## src/sv/gnb_pkg.sv

```systemverilog
// Shared types and constants of the Gaussian naive Bayes classifier.
`default_nettype none

package gnb_pkg;

   localparam int NUM_FEATURES = 4;
   localparam int VAR_W        = 48;
   localparam int D_MOD_BITS   = 18;
   localparam int DIV_STEPS    = 64;
   localparam int SQ_STEPS     = 16;

   localparam logic OP_TRAIN   = 1'b0;
   localparam logic OP_PREDICT = 1'b1;

   localparam logic [31:0] LN2_Q16         = 32'd45426;
   localparam logic [63:0] LN_SQRT_2PI_Q16 = 64'd60223;
   localparam logic [63:0] LOG_BIAS        = 64'd47632613376;
   localparam logic [63:0] INV_NUMERATOR   = 64'd549755813888;
   localparam logic [30:0] VAR_FLOOR_RESET = 31'd66;
   localparam logic [5:0]  NORM_POINT      = 6'd31;

   typedef enum logic [4:0] {
      ST_IDLE,
      ST_T_START,
      ST_T_RD,
      ST_T_WR,
      ST_F_CLASS,
      ST_F_RD,
      ST_F_MEAN,
      ST_F_MEAN_WAIT,
      ST_F_E2_WAIT,
      ST_F_M2,
      ST_F_VAR,
      ST_F_INV_WAIT,
      ST_F_NORM,
      ST_F_SQ,
      ST_F_SQ_ADJ,
      ST_F_LOGMUL,
      ST_F_WRITE,
      ST_F_DONE,
      ST_P_CLASS,
      ST_P_RD,
      ST_P_LOAD,
      ST_P_SQ,
      ST_P_HI,
      ST_P_LO,
      ST_P_ACC,
      ST_P_CMP,
      ST_P_OUT
   } state_type;

   typedef struct packed {
      logic busy;
      logic done;
   } div_status_type;

endpackage

`default_nettype wire

```

## src/sv/gnb_div.sv

```systemverilog
// Iterative restoring divider, one quotient bit per cycle, unsigned 64 by 64 bits.
`default_nettype none

module gnb_div (
   input  logic                         clock,
   input  logic                         reset,
   input  logic                         start,
   input  logic [63:0]                  dividend,
   input  logic [63:0]                  divisor,
   output logic [63:0]                  quotient,
   output gnb_pkg::div_status_type      status
);
   import gnb_pkg::*;

   logic        busy_ff, busy_in;
   logic        done_ff, done_in;
   logic [5:0]  cnt_ff, cnt_in;
   logic [63:0] rem_ff, rem_in;
   logic [63:0] quo_ff, quo_in;
   logic [63:0] dvs_ff, dvs_in;
   logic [64:0] rem_sh;
   logic [64:0] rem_diff;
   logic        ge;

   always_comb begin
      rem_sh   = {rem_ff, quo_ff[63]};
      rem_diff = rem_sh - {1'b0, dvs_ff};
      ge       = (rem_sh >= {1'b0, dvs_ff});
      busy_in  = busy_ff;
      done_in  = 1'b0;
      cnt_in   = cnt_ff;
      rem_in   = rem_ff;
      quo_in   = quo_ff;
      dvs_in   = dvs_ff;
      if (start) begin
         busy_in = 1'b1;
         cnt_in  = '0;
         rem_in  = '0;
         quo_in  = dividend;
         dvs_in  = divisor;
      end else if (busy_ff) begin
         rem_in = ge ? rem_diff[63:0] : rem_sh[63:0];
         quo_in = {quo_ff[62:0], ge};
         cnt_in = cnt_ff + 6'd1;
         if (cnt_ff == 6'(DIV_STEPS - 1)) begin
            busy_in = 1'b0;
            done_in = 1'b1;
         end
      end
   end

   always_ff @(posedge clock) begin
      if (reset) begin
         busy_ff <= 1'b0;
         done_ff <= 1'b0;
         cnt_ff  <= '0;
      end else begin
         busy_ff <= busy_in;
         done_ff <= done_in;
         cnt_ff  <= cnt_in;
      end
      rem_ff <= rem_in;
      quo_ff <= quo_in;
      dvs_ff <= dvs_in;
   end

   assign quotient    = quo_ff;
   assign status.busy = busy_ff;
   assign status.done = done_ff;

endmodule

`default_nettype wire

```

## config.mk

```make
export PLATFORM = sky130hd
export DESIGN_NAME = gnb_div
export DESIGN_NICKNAME = d
export VERILOG_FILES = /design/src/sv/gnb_pkg.sv /design/src/sv/gnb_div.sv
export SDC_FILE = /design/constraint.sdc
export NUM_CORES = 1
export LEC_CHECK = 0
export BUFFER_PORTS_ARGS = -buffer_cell sky130_fd_sc_hd__buf_2
export CAP_MARGIN = 20
export CORE_ASPECT_RATIO = 1.75
export CORE_MARGIN = 5
export CORE_UTILIZATION = 58
export DETAILED_ROUTE_END_ITERATION = 12
export PLACE_DENSITY = 0.93
export SYNTH_ARGS = -nofsm -noshare
export SYNTH_HDL_FRONTEND = slang
export SYNTH_SLANG_ARGS = --single-unit
```

## constraint.sdc

```tcl
create_clock -name clock -period 3.4 [get_ports clock]
set_input_delay 0.85 -clock clock [delete_from_list [all_inputs] [get_ports clock]]
set_output_delay 0.85 -clock clock [all_outputs]
set_load 0.01 [all_outputs]
```

==> flow_summary.json <==
{
  "drtIter0Drc": 879,
  "p_seq_share_pct": 42.7,
  "synth-seq-cells": 200,
  "h-tree-depth": 4,
  "post-dp-hpwl_um": 24300,
  "synthTopCellsByArea": "edfxtp_1 32%, dfxtp_1 12%, ha_1 6.8%",
  "synth-edff-count": 128,
  "final_nets": 1639,
  "tightest_slew_ns": 0.767,
  "grt.overflow.total": 0,
  "fillers": 1588,
  "cpMostUsedCell": "buf_4",
  "fin_crit_sh_pct": 95.8,
  "drc": 0,
  "yosysSeqAreaShare_pct": 44.1,
  "worstPathArrival_ns": 3.62,
  "p_sw_share_pct": 33.7,
  "grt_pass1_wl_um": 52600,
  "vias": 10500,
  "rsz0062_at_grt": "yes",
  "max_stage_delay_ns": 0.41,
  "yosysMostFrequentCell": "nand2_1",
  "clk_pin_slew_ns": 0.08,
  "cp.required_ns": 3.77,
  "area.growth.synth_to_final_pct": 16.7,
  "start_util_pct": 58.8,
  "layoutNonFillerInstCount": 1703,
  "max_freq_mhz": 307,
  "antenna_left": 0,
  "synth-main-ff-cell": "edfxtp_1",
  "clkPwrFrac_pct": 28.1,
  "core_um2": 20400,
  "power_frac_comb_pct": 29.2,
  "setup.worst_path.end_class": "flip-flop",
  "synthesis.area_um2": 12000,
  "maxCapViolCount": 0,
  "synth_fp_nets": 1455,
  "wl_um": 32500,
  "finClkSkew_ns": 0.0207,
  "io-pin-count": 197,
  "n_antenna_cell": 0,
  "slowest_stage": "ha_1",
  "async_flop_share_pct": 0,
  "die_w_um": 119,
  "hold_viol": 0,
  "cts_max_path_buffers": 2,
  "first_global_vias": 10800,
  "synth_top_area_share_pct": 32.1,
  "intPower_mw": 4.63,
  "dpl.cell_count": 1669,
  "antenna_found_initial": 0,
  "p_sw_mw": 2.36,
  "crit_type": "flip-flop to flip-flop",
  "maxSlewHeadroom_pct": 48.8,
  "root_buffer": "clkbuf_16",
  "synth_common_cells": "154 x nand2_1, 128 x edfxtp_1, 113 x nor2_1",
  "die_h_um": 200,
  "crit_chain": "inv_1 -> ha_1 -> nand2_1 -> o21ai_2 -> or2_2 -> a31oi_1 -> buf_4 -> a2111oi_4 -> nor2_4 -> buf_4 -> o21ai_4 -> buf_12 -> o2111a_1 -> a221oi_1 -> a211oi_1",
  "place_congestion": 1.02,
  "firstDrtPassIters": 7,
  "dieArea_um2": 23800,
  "yosys_warnings": 0,
  "wire_per_inst_um": 19.1,
  "rows": 69,
  "drv_slew": 0,
  "cp-start-kind": "flip-flop",
  "peakVddDrop_mv": 0.394,
  "yosysUniqueCellTypes": 72,
  "cts_hold_buf": 0,
  "final_core_util_pct": 68.6,
  "cts_buffers": 17,
  "clock_latency_ns": 0.45,
  "vias_per_cell": 6.17,
  "cellPowerDensity_nw_per_um2": 500,
  "outcome": "finished clean",
  "cts.sink_count": 200,
  "syn_inst": 1258,
  "setup_viol": 0,
  "drive_gt1_share_pct": 25.2,
  "cp_max_fo": 26,
  "post_synth.cell_area_avg_um2": 9.53,
  "cts_tree": "built",
  "min_period_ns": 3.26,
  "port_buffers": 196,
  "grt_max_degree": 87,
  "p_leak_nw": 5.89,
  "min_path_type": "flip-flop to flip-flop",
  "grt_use_total_pct": 27.1,
  "synth_top_area_cell": "edfxtp_1",
  "timing.hold.ws_ns": 0.490
}
## final timing paths
path	slack (ns)	end	from	depth (start not counted)
setup / recovery	0.14	rem_ff[53]	dvs_ff[19]	15
hold / removal	0.49	done_ff	cnt_ff[5]	2
setup reg to reg	0.14	rem_ff[53]	dvs_ff[19]	15
hold reg to reg	0.49	done_ff	cnt_ff[5]	2
## flip-flops by register name, indices dropped and copies added (netlist names)
signal,count
busy_ff,1
cnt_ff,6
done_ff,1
dvs_ff,64
quotient,64
rem_ff,64
## cells by family (layout without fill, tap and decap cells)
family                     count (synthesis)  count (layout)  synth area share (%)
AOI/OAI and AO/OA                        333             333                  19.0
xor gates and xnor gates                  49              49                  3.58
buffers and inverters                    151             348                  5.14
and+or+nand+nor                          389             389                  14.7
muxes                                     70              70                  6.54
adders and majority gates                 66              66                  6.95
DFF                                      200             200                  44.1
## layout make-up
type	instances	area, µm²	share of cell area, %
clock inverter	14	139	0.993
multi-input combinational	907	6190	44.2
sequential	200	5290	37.8
inverter	88	330	2.36
clock buffer	18	429	3.07
tap	248	310	2.22
timing repair buffer	228	1300	9.29
## worst max-delay path: cells and delay by family (launching register included)
family / cells / cell delay [ns]
compound gates: 7 / 1.48
fa+ha+maj: 1 / 0.41
buf+inv: 4 / 0.60
flops: 1 / 0.34
simple gates: 3 / 0.35
## power by group through the flow
stage,clock (mW),sequential (mW),combinational [mW]
detailed placement,0,3.03,1.94
floorplan,0,3.02,1.33
finish,1.97,2.98,2.04
global route,2.11,3.01,2.23
global placement,0,3.02,1.89
CTS,2.01,2.98,1.95
## cell usage in the layout (no fill, tap or decap), types with 45 or more instances in the layout
cell and n:
mux2_2 66, ha_1 63, inv_1 87, a311oi_1 45, a21oi_1 88, nor2_1 112
edfxtp_1 128, o21ai_0 50, dfxtp_1 71, buf_2 195, nand2_1 154
## through the flow
step	worst slack, ns	cell area [µm²]	setup TNS [ns]	total power, mW
after CTS	0.0161	13900	0	6.94
after floorplan	0.202	12000	0	4.35
after detailed placement	-0.136	13300	-0.160	4.97
final	0.143	14000	0	6.99
after global routing	-0.0258	14000	-0.0577	7.35
after global placement	-0.0612	13300	-0.0612	4.91
## what timing repair did
action / in CTS / in global routing
pin swaps: 0 / 6
resized for setup: 1 / 20
endpoints found under the setup margin: 2 / 30
gates cloned: 0 / 1
buffers inserted: 0 / 1
## metal layers
metal  GRT usage, %  wire length [µm]
met1           28.5             11500
met2           48.7             16800
met3           5.90              2110
met4           16.5              2100
met5              0                 0
Power figures use the tool's default switching activity.
