<file path="config.mk">
export PLATFORM = sky130hd
export DESIGN_NAME = gnb_ram
export DESIGN_NICKNAME = d
export VERILOG_FILES = /design/src/sv/gnb_ram.sv
export SDC_FILE = /design/constraint.sdc
export NUM_CORES = 1
export LEC_CHECK = 0
export BUFFER_PORTS_ARGS = -buffer_cell sky130_fd_sc_hd__buf_2
export CELL_PAD_IN_SITES_DETAIL_PLACEMENT = 1
export CELL_PAD_IN_SITES_GLOBAL_PLACEMENT = 1
export CORE_ASPECT_RATIO = 1.2
export CORE_MARGIN = 2
export CORE_UTILIZATION = 30
export CTS_CLUSTER_SIZE = 16
export DETAILED_ROUTE_END_ITERATION = 8
export GPL_ROUTABILITY_DRIVEN = 0
export MAX_ROUTING_LAYER = met4
export PLACE_DENSITY = 0.44
export SKIP_CTS_REPAIR_TIMING = 1
export SLEW_MARGIN = 20
export SYNTH_ARGS = -nofsm -noshare
export SYNTH_HDL_FRONTEND = slang
export SYNTH_SLANG_ARGS = --single-unit
</file>
<file path="constraint.sdc">
create_clock -name clock -period 10.75 [get_ports clock]
set_clock_uncertainty 0.2 [all_clocks]
set_input_delay 1.075 -clock clock [delete_from_list [all_inputs] [get_ports clock]]
set_output_delay 1.075 -clock clock [all_outputs]
set_load 0.01 [all_outputs]
</file>
<file path="src/sv/gnb_ram.sv">
// Generic single-port-write, single-port-read RAM with registered read data.
`default_nettype none

module gnb_ram #(
   parameter int WIDTH = 32,
   parameter int DEPTH = 16
) (
   input  logic                                      clock,
   input  logic                                      wr_en,
   input  logic [((DEPTH > 1) ? $clog2(DEPTH) : 1)-1:0] wr_addr,
   input  logic [WIDTH-1:0]                          wr_data,
   input  logic                                      rd_en,
   input  logic [((DEPTH > 1) ? $clog2(DEPTH) : 1)-1:0] rd_addr,
   output logic [WIDTH-1:0]                          rd_data
);

   logic [WIDTH-1:0] mem_ff [DEPTH];
   logic [WIDTH-1:0] rd_data_ff;

   always_ff @(posedge clock) begin
      if (wr_en) begin
         mem_ff[wr_addr] <= wr_data;
      end
      if (rd_en) begin
         rd_data_ff <= mem_ff[rd_addr];
      end
   end

   assign rd_data = rd_data_ff;

endmodule

`default_nettype wire

</file>
==> results of run 1 <==
per-layer routing:
layer	vias to the layer above	routed length, um
met4	0	987
met1	5027	23300
met3	65	2490
li1	3825	-
met5	-	0
met2	182	24800
layout by cell type (no fill, tap or decap), drive strengths merged, types with 2 or more instances in the layout:
cell type / n
a22oi: 64
buf: 97
bufinv: 3
clkbuf: 71
clkinv: 24
diode: 2
edfxtp: 544
mux4: 128
nand2: 33
nand2b: 2
nand3b: 2
nor2: 13
nor2b: 2
nor3: 4
layout make-up:
class / instances / area [um2]
fill: 6375 / 43300
sequential: 544 / 16300
multi-input combinational: 251 / 3750
clock buffer: 70 / 1430
tap: 901 / 1130
timing repair buffer: 98 / 569
clock inverter: 28 / 198
antenna: 2 / 5.00
state kept, by name, indices dropped and copies added, names as in the netlist:
name     flops
mem_ff     512
rd_data     32
path summary, 6_finish.rpt:
path	startpoint	end	cells after the start
max	rd_addr[1]	rd_data[2]	5
min	mem_ff[15][21]	rd_data[21]	3
max reg2reg	mem_ff[3][2]	rd_data[2]	3
min reg2reg	mem_ff[15][21]	rd_data[21]	3
power breakdown:
part	internal [W]	total, W	leakage (nW)	switching (W)
Combinational	0.0000812	0.000213	1.56	0.000132
Clock	0.00100	0.00179	0.796	0.000789
Sequential	0.00239	0.00240	4.94	0.0000132
Total	0.00348	0.00441	7.30	0.000934
metrics by stage:
step                      instance area (um2)  setup WS, ns  util [%]
after detailed placement                21800          6.75      32.6
after CTS                               23400          7.38      35.1
after floorplan                         20200          6.30         -
after global placement                  21800          6.74      32.6
after global routing                    23400          7.39      35.1
final                                   23400          7.52      35.1
cell families after synthesis:
family / after synthesis / share of synthesized area [%]
flip-flops: 544 / 81.0
AND/OR/NAND/NOR: 59 / 1.25
AO/OA/AOI/OAI: 64 / 2.38
buffers and inverters: 43 / 1.10
multiplexers: 128 / 14.3
critical path: stages:
cell and delay [ns]:
buf_6 0.71, buf_4 0.74, mux4_2 0.42, a22oi_1 0.21, nand2_1 0.14
==> out/results.tsv, run 1 <==
stage	metric	value	unit
min_path	Hold WC Path Type	flop to flop	
grt	gr ovfl total	0	
floorplanning	Die Y	288	um
placed_design	placed cell count	1794	
grt	grt met2 use	24.4	%
sta	Slew @ Worst Pin	1.01	ns
clocking	CTS root buf	clkbuf_16	
grt	number of global-route vias before repair	10100	
yosys	leading cell types by count after synthesis	edfxtp_1, mux4_2, a22oi_1	
placed_design	HPWL Detailed	22.9	mm
sta	Setup-failing EPs final	0	
power	Pleak	7.30	nW
cells_and_area	share of layout cells above drive strength 1	31.6	%
floorplanning	initial core utilization	30.2	%
clocking	# clock sinks	544	
sta	RSZ-0062 raised after global routing	false	
sta	Fmax achieved	309	MHz
cells_and_area	Syn-to-layout area delta	16.1	%
detailed_routing	vias per cell	4.80	
cells_and_area	# nets final	993	
yosys	Post-Syn Area	0.0202	mm2
run_status	status	complete, no violations	
yosys	average instance area after synthesis	24.1	um2
flow_run	MaxCap Viol Count	0	
detailed_routing	DR WL/cell	27.3	um
sta	final cycle utilization of the critical path	30.1	%
clocking	total CTS buffers	55	
floorplanning	die area	0.0693	mm2
yosys	Seq/Total Area, Yosys	81.0	%
floorplanning	Cell Rows	104	
grt	initial antenna violation count	2	
yosys	Async SR Flop Fraction	0	%
yosys	post-synth top area cell	edfxtp_1	
sta	Max-Slew Margin vs Limit	32.4	%
sta	Min Clock Period, post-route	3.23	ns
placed_design	Buffers on Ports	74	
yosys	post-synthesis cell type count	17	
detailed_routing	Routed WL	51.6	mm
cells_and_area	Layout Cells excl Fill	1894	
yosys	cells taking the most area after synthesis	edfxtp_1, mux4_2, a22oi_1	
grt	layer with the highest usage	met2	
detailed_routing	total vias in the final route	9099	
yosys	Top FF cell, synth	edfxtp_1	
sta	Max Slew Vio Count	0	
clocking	Max H-tree Level	2	
grt	first-pass GRT wire length	73.8	mm
clocking	maximum root-to-sink buffer count	3	
sta	setup_tns	0	ns
power	Tot Pwr	0.00441	W
worst_setup_path	CP endpoint kind	flop	
yosys	gate count after technology mapping	838	
detailed_routing	number of remaining DRC errors	0	
clocking	Worst-path clk slew	0.06	ns
detailed_routing	drt first pass iters	4	
floorplanning	chip width	241	um
floorplanning	I/O pin cnt	75	
clocking	Clk Latency, worst-skew pair	0.60	ns
yosys	post-synth net total	881	
floorplanning	core box area	0.0668	mm2
yosys	register bit total from synthesis	544	
worst_setup_path	Critical Path Start Type	primary input	
yosys	count of flip-flops with a built-in enable after synthesis	544	
grt	GRT Overall Usage	15.6	%
yosys	yosys warns	0	
worst_setup_path	Reg2Reg Setup Slack	9.10	ns
power	pwr dens	188	mW/mm2
sta	final hold vios	0	
detailed_routing	Initial DRC Count	643	
worst_setup_path	Required @ worst endpoint	10.86	ns
grt	GR Util met1	21.7	%
worst_setup_path	CP max FO	85	
grt	pin count of the biggest net entering global routing	86	
sta	WHS	0.539	ns
power	Peak VDD IR	0.0942	mV
yosys	most frequent cell after synthesis	edfxtp_1	
yosys	Synth top area share	81.0	%
grt	met3 Usage GRT	2.23	%
worst_setup_path	CP Class	primary input to flop	
clocking	CTS tree	yes	
worst_setup_path	CP Data Arrival Time	3.34	ns
detailed_routing	DRT antenna net count	0	
Note: power is estimated with default switching activity, not from simulation.
==> run 2: changes to the inputs <==
Settings changed: PLACE_DENSITY 0.44 to 0.46.
Clock period 10.75 ns to 2.9 ns, I/O delays scaled along.
==> run 2 against run 1 <==
  * Sequential cell count unchanged
  * Via count up 1.8%
  * Cell count up 2.7%
  * First-iteration DRC count up 38%
  * Sequential share of layout area down 2.3 points
  * Total power rose to 3.7 times the previous value
  * Global-route usage about the same
  * Sequential power rose to 3.7 times the previous value
  * Critical path type is now flop to output pin
  * Largest power group unchanged
==> out/results.tsv, run 2 (synthesis gave the netlist of run 1 again) <==
stage	metric	value	unit	change
run_status	status	complete, no violations		
worst_setup_path	Critical Path Start Type	flop		
cells_and_area	Top reg by flops	mem_ff		
sta	WHS	0.106	ns	-0.433 ns
floorplanning	Die Y	288	um	unchanged
grt	GRT Overall Usage	15.6	%	-0.035 points
worst_setup_path	crit-path cells	buf_2		
sta	Slew @ Worst Pin	0.766	ns	-0.247 ns
power	Peak VDD IR	0.431	mV	+360%
sta	RSZ-0062 raised after global routing	false		
cells_and_area	most common cell after layout, fill and taps aside	edfxtp_1		
sta	Setup-failing EPs final	0		unchanged
grt	pin count of the biggest net entering global routing	33		-62%
power	clock share of power	40.3	%	-0.4 points
sta	Min Clock Period, post-route	1.78	ns	
sta	Fmax achieved	561	MHz	
power	Logic pwr share	5.3	%	+0.5 points
clocking	Worst-path clk slew	0.06	ns	about the same
worst_setup_path	Required @ worst endpoint	2.41	ns	-8.45 ns
cells_and_area	Syn-to-layout area delta	20.0	%	
min_path	worst hold path stage count	1		-2
clocking	total CTS buffers	55		unchanged
worst_setup_path	CP max FO	1		-99%
grt	GR Util met1	20.2	%	-1.5 points
placed_design	worst slack, placed	0.639	ns	-6.11 ns
floorplanning	die area	0.0693	mm2	unchanged
flow_run	MaxCap Viol Count	0		unchanged
sta	final cycle utilization of the critical path	61.4	%	
worst_setup_path	CP Data Arrival Time	1.29	ns	-2.05 ns
grt	initial antenna violation count	3		+1
worst_setup_path	CP Class	flop to output pin		
placed_design	HPWL Detailed	25.1	mm	+9.4%
placed_design	Buffers on Ports	74		unchanged
detailed_routing	number of remaining DRC errors	0		unchanged
sta	Max Slew Vio Count	0		unchanged
grt	gr ovfl total	0		unchanged
floorplanning	Cell Rows	104		unchanged
cells_and_area	max FFs per register	512		unchanged
power	Int Power	0.0128	W	+270%
grt	first-pass GRT wire length	73.7	mm	-0.17%
power	pwr dens	677	mW/mm2	+260%
worst_setup_path	Worst R2R Path Depth	3		unchanged
clocking	CTS tree	yes		
detailed_routing	DR WL/cell	26.4	um	-3.3%
floorplanning	initial core utilization	30.2	%	unchanged
power	Pleak	7.64	nW	+4.6%
clocking	# clock sinks	544		unchanged
grt	number of global-route vias before repair	10300		+2.1%
worst_setup_path	critical path depth	1		-4
sta	Max-Slew Margin vs Limit	48.9	%	+16 points
min_path	Hold WC Path Type	primary input to flop		
grt	layer with the highest usage	met2		
worst_setup_path	CP endpoint kind	output pin		
detailed_routing	DRT antenna net count	0		unchanged
worst_setup_path	CP top delay family	flip-flops		
grt	grt met2 use	25.4	%	+1.0 points
cells_and_area	commonest cells after routing, fill and taps aside	edfxtp_1, mux4_2, buf_2		
cells_and_area	# nets final	1040		+4.7%
sta	setup_tns	0	ns	unchanged
detailed_routing	Routed WL	51.3	mm	-0.63%
worst_setup_path	CP max stage delay	0.49	ns	-0.25 ns
worst_setup_path	CP max-delay cell	edfxtp_1		
cells_and_area	final design utilization	36.3	%	+1.2 points
power	Seq pwr share	54.4	%	about the same
cells_and_area	share of layout cells above drive strength 1	32.9	%	+1.3 points
grt	met3 Usage GRT	2.63	%	+0.39 points
detailed_routing	vias per cell	4.76		-0.95%
clocking	maximum root-to-sink buffer count	3		unchanged
power	Net Switching	0.00355	W	+280%
detailed_routing	total vias in the final route	9260		+1.8%
cells_and_area	FILL cells	6366		-0.14%
clocking	Max H-tree Level	2		unchanged
clocking	Clk Latency, worst-skew pair	0.61	ns	about the same
sta	final hold vios	0		unchanged
power	Sw Ratio	21.6	%	+0.47 points
clocking	CTS root buf	clkbuf_16		
floorplanning	I/O pin cnt	75		unchanged
floorplanning	chip width	241	um	unchanged
floorplanning	core box area	0.0668	mm2	unchanged
worst_setup_path	Bufs and invs on worst path	1		-1
detailed_routing	Initial DRC Count	885		+38%
detailed_routing	drt first pass iters	6		+2
sta	Setup WS post-layout	1.12	ns	-6.40 ns
[run 2: cell type report]
cell class | count | area, um2 | area share [%]
Antenna cell | 3 | 7.51 | 0.0310
Timing Repair Buffer | 145 | 1320 | 5.47
Sequential cell | 544 | 16300 | 67.5
Clock inverter | 38 | 216 | 0.894
Multi-Input combinational cell | 251 | 3770 | 15.6
Clock buffer | 64 | 1430 | 5.91
Tap cell | 901 | 1130 | 4.66
[run 2: worst reg2reg max path, stage by stage, from the launching register on]
cell and delay [ns]:
edfxtp_1 0.36, mux4_2 0.48, a22oi_1 0.21, nand2_1 0.14
[run 2: per-layer routing]
layer | wire [um] | share of wire (%) | vias up
li1 | - | - | 3926
met4 | 1140 | 2.2 | 0
met1 | 22400 | 44 | 5069
met2 | 25500 | 50 | 197
met5 | 0 | 0 | -
met3 | 2210 | 4.3 | 68
[run 2: final timing paths]
| check | startpoint | to | slack, ns |
|---|---|---|---|
| max | rd_data[17] | rd_data[17] | 1.12 |
| min reg2reg | mem_ff[14][0] | rd_data[0] | 0.54 |
| min | rd_en | rd_data[0] | 0.11 |
| max reg2reg | mem_ff[11][12] | rd_data[12] | 1.24 |
[run 2: power by group through the flow]
stage               clock network, W  registers [W]  logic, W
floorplan                          0        0.00908  0.000424
global placement                   0        0.00907  0.000861
detailed placement                 0        0.00908  0.000871
CTS                          0.00679        0.00891  0.000870
global route                 0.00707        0.00892  0.000954
finish                       0.00660        0.00891  0.000873
[run 2: metrics by stage]
step	std cells	total power [W]	instance area, um2
after floorplan	838	0.00950	20200
after global placement	1809	0.00993	22200
after detailed placement	1809	0.00995	22200
after CTS	1911	0.0166	23900
after global routing	1946	0.0169	24200
final	1946	0.0164	24200
==> run 3: changes to the inputs <==
Settings changed: ABC_AREA from default to 1, PLACE_DENSITY 0.46 to 0.5.
Clock period 2.9 ns to 1.4 ns, I/O delays scaled along.
==> run 3 against run 2 <==
  * Setup slack worse by 1.4 ns
  * Global-route usage up 2.3 points
  * The run now ends with setup timing left
  * First-iteration DRC count down 18%
  * Hold slack worse by 0.093 ns
  * Die area up 14%
  * Critical path type unchanged
  * Routed wire length up 33%
  * Highest routed layer unchanged
  * Non-clock buffer count up 70
==> out/results.tsv, run 3 <==
stage	metric	value	unit	change
yosys	most frequent cell after synthesis	nand2_1		
floorplanning	chip width	257	um	+6.8%
cells_and_area	commonest cells after routing, fill and taps aside	nand2_1, edfxtp_1, inv_1, nand3_1, buf_2		
clocking	total CTS buffers	59		+7.3%
worst_setup_path	CP top delay family	flip-flops		
floorplanning	initial core utilization	30.2	%	about the same
worst_setup_path	CP max FO	1		unchanged
yosys	post-synth net total	2163		+150%
power	Sw Ratio	22.9	%	+1.2 points
power	Net Switching	0.00840	W	+140%
detailed_routing	number of remaining DRC errors	0		unchanged
grt	GR Util met1	22.3	%	+2.1 points
detailed_routing	Routed WL	68.2	mm	+33%
sta	final cycle utilization of the critical path	118	%	
sta	Max-Slew Margin vs Limit	54.8	%	+5.9 points
power	Peak VDD IR	0.808	mV	+87%
sta	Setup WS post-layout	-0.257	ns	-1.38 ns
grt	met3 Usage GRT	2.36	%	-0.27 points
clocking	CTS root buf	clkbuf_16		
floorplanning	I/O pin cnt	75		unchanged
worst_setup_path	CP max stage delay	0.48	ns	about the same
flow_run	MaxCap Viol Count	0		unchanged
clocking	Max H-tree Level	2		unchanged
cells_and_area	FILL cells	8321		+31%
grt	number of global-route vias before repair	15800		+54%
grt	initial antenna violation count	1		-2
cells_and_area	share of layout cells above drive strength 1	12.5	%	-20 points
worst_setup_path	crit-path cells	buf_2		
cells_and_area	max FFs per register	512		unchanged
grt	gr ovfl total	0		unchanged
clocking	CTS tree	yes		
sta	Setup-failing EPs final	32		+32
worst_setup_path	RR Endpoint	rd_data[27]		
yosys	average instance area after synthesis	10.9	um2	-55%
yosys	leading cell types by count after synthesis	nand2_1, edfxtp_1, inv_1		
sta	RSZ-0062 raised after global routing	true		
grt	GRT Overall Usage	17.9	%	+2.3 points
detailed_routing	vias per cell	4.56		-4.2%
placed_design	placed cell count	3213		+78%
sta	Slew @ Worst Pin	0.678	ns	-0.0886 ns
worst_setup_path	Bufs and invs on worst path	1		unchanged
run_status	failing checks	setup timing		
cells_and_area	most common cell after layout, fill and taps aside	nand2_1		
detailed_routing	Initial DRC Count	727		-18%
power	pwr dens	1310	mW/mm2	+94%
grt	first-pass GRT wire length	102	mm	+38%
clocking	Worst-path clk slew	0.06	ns	about the same
cells_and_area	Layout Cells excl Fill	3357		+73%
worst_setup_path	Worst R2R Path Depth	6		+3
power	Logic pwr share	7.0	%	+1.7 points
cells_and_area	Top reg by flops	mem_ff		
yosys	Post-Syn Area	0.0231	mm2	+14%
yosys	Top FF cell, synth	edfxtp_1		
sta	final hold vios	0		unchanged
yosys	post-synthesis cell type count	14		-3
yosys	Seq/Total Area, Yosys	70.9	%	-10 points
worst_setup_path	CP endpoint kind	output pin		
placed_design	Buffers on Ports	74		unchanged
worst_setup_path	CP Class	flop to output pin		
yosys	count of flip-flops with a built-in enable after synthesis	544		unchanged
detailed_routing	DR WL/cell	20.3	um	-23%
sta	Min Clock Period, post-route	1.66	ns	
worst_setup_path	worst r2r src	mem_ff[13][27]		
floorplanning	Cell Rows	111		+6.7%
cells_and_area	Syn-to-layout area delta	21.7	%	
worst_setup_path	Setup crit start	rd_data[11]		
power	Pleak	11.7	nW	+53%
min_path	Hold WC Path Type	primary input to flop		
worst_setup_path	Required @ worst endpoint	1.06	ns	-1.35 ns
yosys	post-synth top area cell	edfxtp_1		
sta	Max Slew Vio Count	0		unchanged
grt	layer with the highest usage	met2		
grt	pin count of the biggest net entering global routing	81		+150%
floorplanning	Die Y	308	um	+6.8%
power	Seq pwr share	50.3	%	-4.1 points
yosys	register bit total from synthesis	544		unchanged
yosys	Async SR Flop Fraction	0	%	unchanged
worst_setup_path	critical path depth	1		unchanged
sta	Fmax achieved	604	MHz	
grt	grt met2 use	30.8	%	+5.4 points
worst_setup_path	crit path to	rd_data[11]		
detailed_routing	DRT antenna net count	0		unchanged
floorplanning	die area	0.0791	mm2	+14%
clocking	Clk Latency, worst-skew pair	0.64	ns	+0.03 ns
placed_design	worst slack, placed	-0.274	ns	-0.913 ns
power	clock share of power	42.7	%	+2.4 points
cells_and_area	antenna cells	0		-3
worst_setup_path	CP max-delay cell	edfxtp_1		
run_status	status	complete, but fails checks		
clocking	maximum root-to-sink buffer count	3		unchanged
power	Int Power	0.0283	W	+120%
placed_design	HPWL Detailed	40.4	mm	+61%
yosys	yosys warns	0		unchanged
yosys	gate count after technology mapping	2120		+150%
yosys	cells taking the most area after synthesis	edfxtp_1, nand2_1, nand3_1		
worst_setup_path	Reg2Reg Setup Slack	0.06	ns	-1.18 ns
worst_setup_path	Critical Path Start Type	flop		
sta	setup_tns	-4.08	ns	-4.08 ns
detailed_routing	total vias in the final route	15300		+65%
worst_setup_path	CP Data Arrival Time	1.32	ns	+0.03 ns
yosys	Synth top area share	70.9	%	-10 points
floorplanning	core box area	0.0762	mm2	+14%
cells_and_area	# nets final	2334		+120%
detailed_routing	drt first pass iters	6		unchanged
clocking	# clock sinks	544		unchanged
==> run 3: cell types whose count changed in the layout (fill, tap and decap cells not counted), moves of 5 or more <==
cell / delta
buf_4: +33
a22oi_1: -64
inv_1: +384
buf_12: +37
nand3_1: +383
clkinv_2: -10
bufinv_16: +6
nand2_1: +639
clkbuf_1: +5
mux4_2: -128
==> run 3: power groups by stage <==
stage	registers [W]	clock network (W)	logic [W]
final	0.0185	0.0157	0.00257
after global routing	0.0185	0.0167	0.00286
after CTS	0.0185	0.0162	0.00256
after detailed placement	0.0188	0	0.00256
after global placement	0.0188	0	0.00251
after floorplan	0.0188	0	0.00128
==> run 3: worst min-delay path by stage <==
stage,startpoint,endpoint,slack (ns),depth (start not counted)
2_1_floorplan,wr_data[0],mem_ff[0][0],0.04,0
3_3_place_gp,wr_data[19],mem_ff[2][19],0.34,1
3_5_place_dp,wr_data[12],mem_ff[4][12],0.34,1
4_1_cts,wr_data[21],mem_ff[1][21],-0.35,1
5_1_grt,wr_en,mem_ff[12][16],0.004,4
6_report,wr_addr[0],mem_ff[1][20],0.01,4
==> run 3: cell type report <==
type | count | area [um2] | area share [%]
multi-input combinational | 1081 | 4720 | 16.8
clock buffer | 73 | 1550 | 5.53
tap | 1017 | 1270 | 4.54
clock inverter | 37 | 365 | 1.30
timing repair buffer | 215 | 2320 | 8.28
inverter | 390 | 1480 | 5.29
sequential | 544 | 16300 | 58.2
==> run 3: cell families (layout without fill, tap and decap cells) <==
group / Yosys count / in the layout / synth area share [%]
flip-flops: 544 / 544 / 70.9
AND/OR/NAND/NOR: 1081 / 1081 / 19.7
buffers and inverters: 495 / 715 / 9.41
==> run 3: stage by stage <==
| step | hold slack (ns) | instance area [um2] | power, W | utilization [%] |
|---|---|---|---|---|
| global route | 0.00359 | 28000 | 0.0381 | 36.8 |
| CTS | -0.353 | 27700 | 0.0372 | 36.3 |
| finish | 0.0130 | 28000 | 0.0367 | 36.8 |
| detailed placement | 0.344 | 25800 | 0.0214 | 33.8 |
| global placement | 0.336 | 25800 | 0.0213 | 33.8 |
| floorplan | 0.0389 | 23200 | 0.0201 | - |
==> run 3: layer usage <==
metal | up-vias | wire [um]
li1 | 7219 | -
met5 | - | 0
met1 | 7805 | 30300
met4 | 0 | 1480
met2 | 181 | 34700
met3 | 91 | 1830
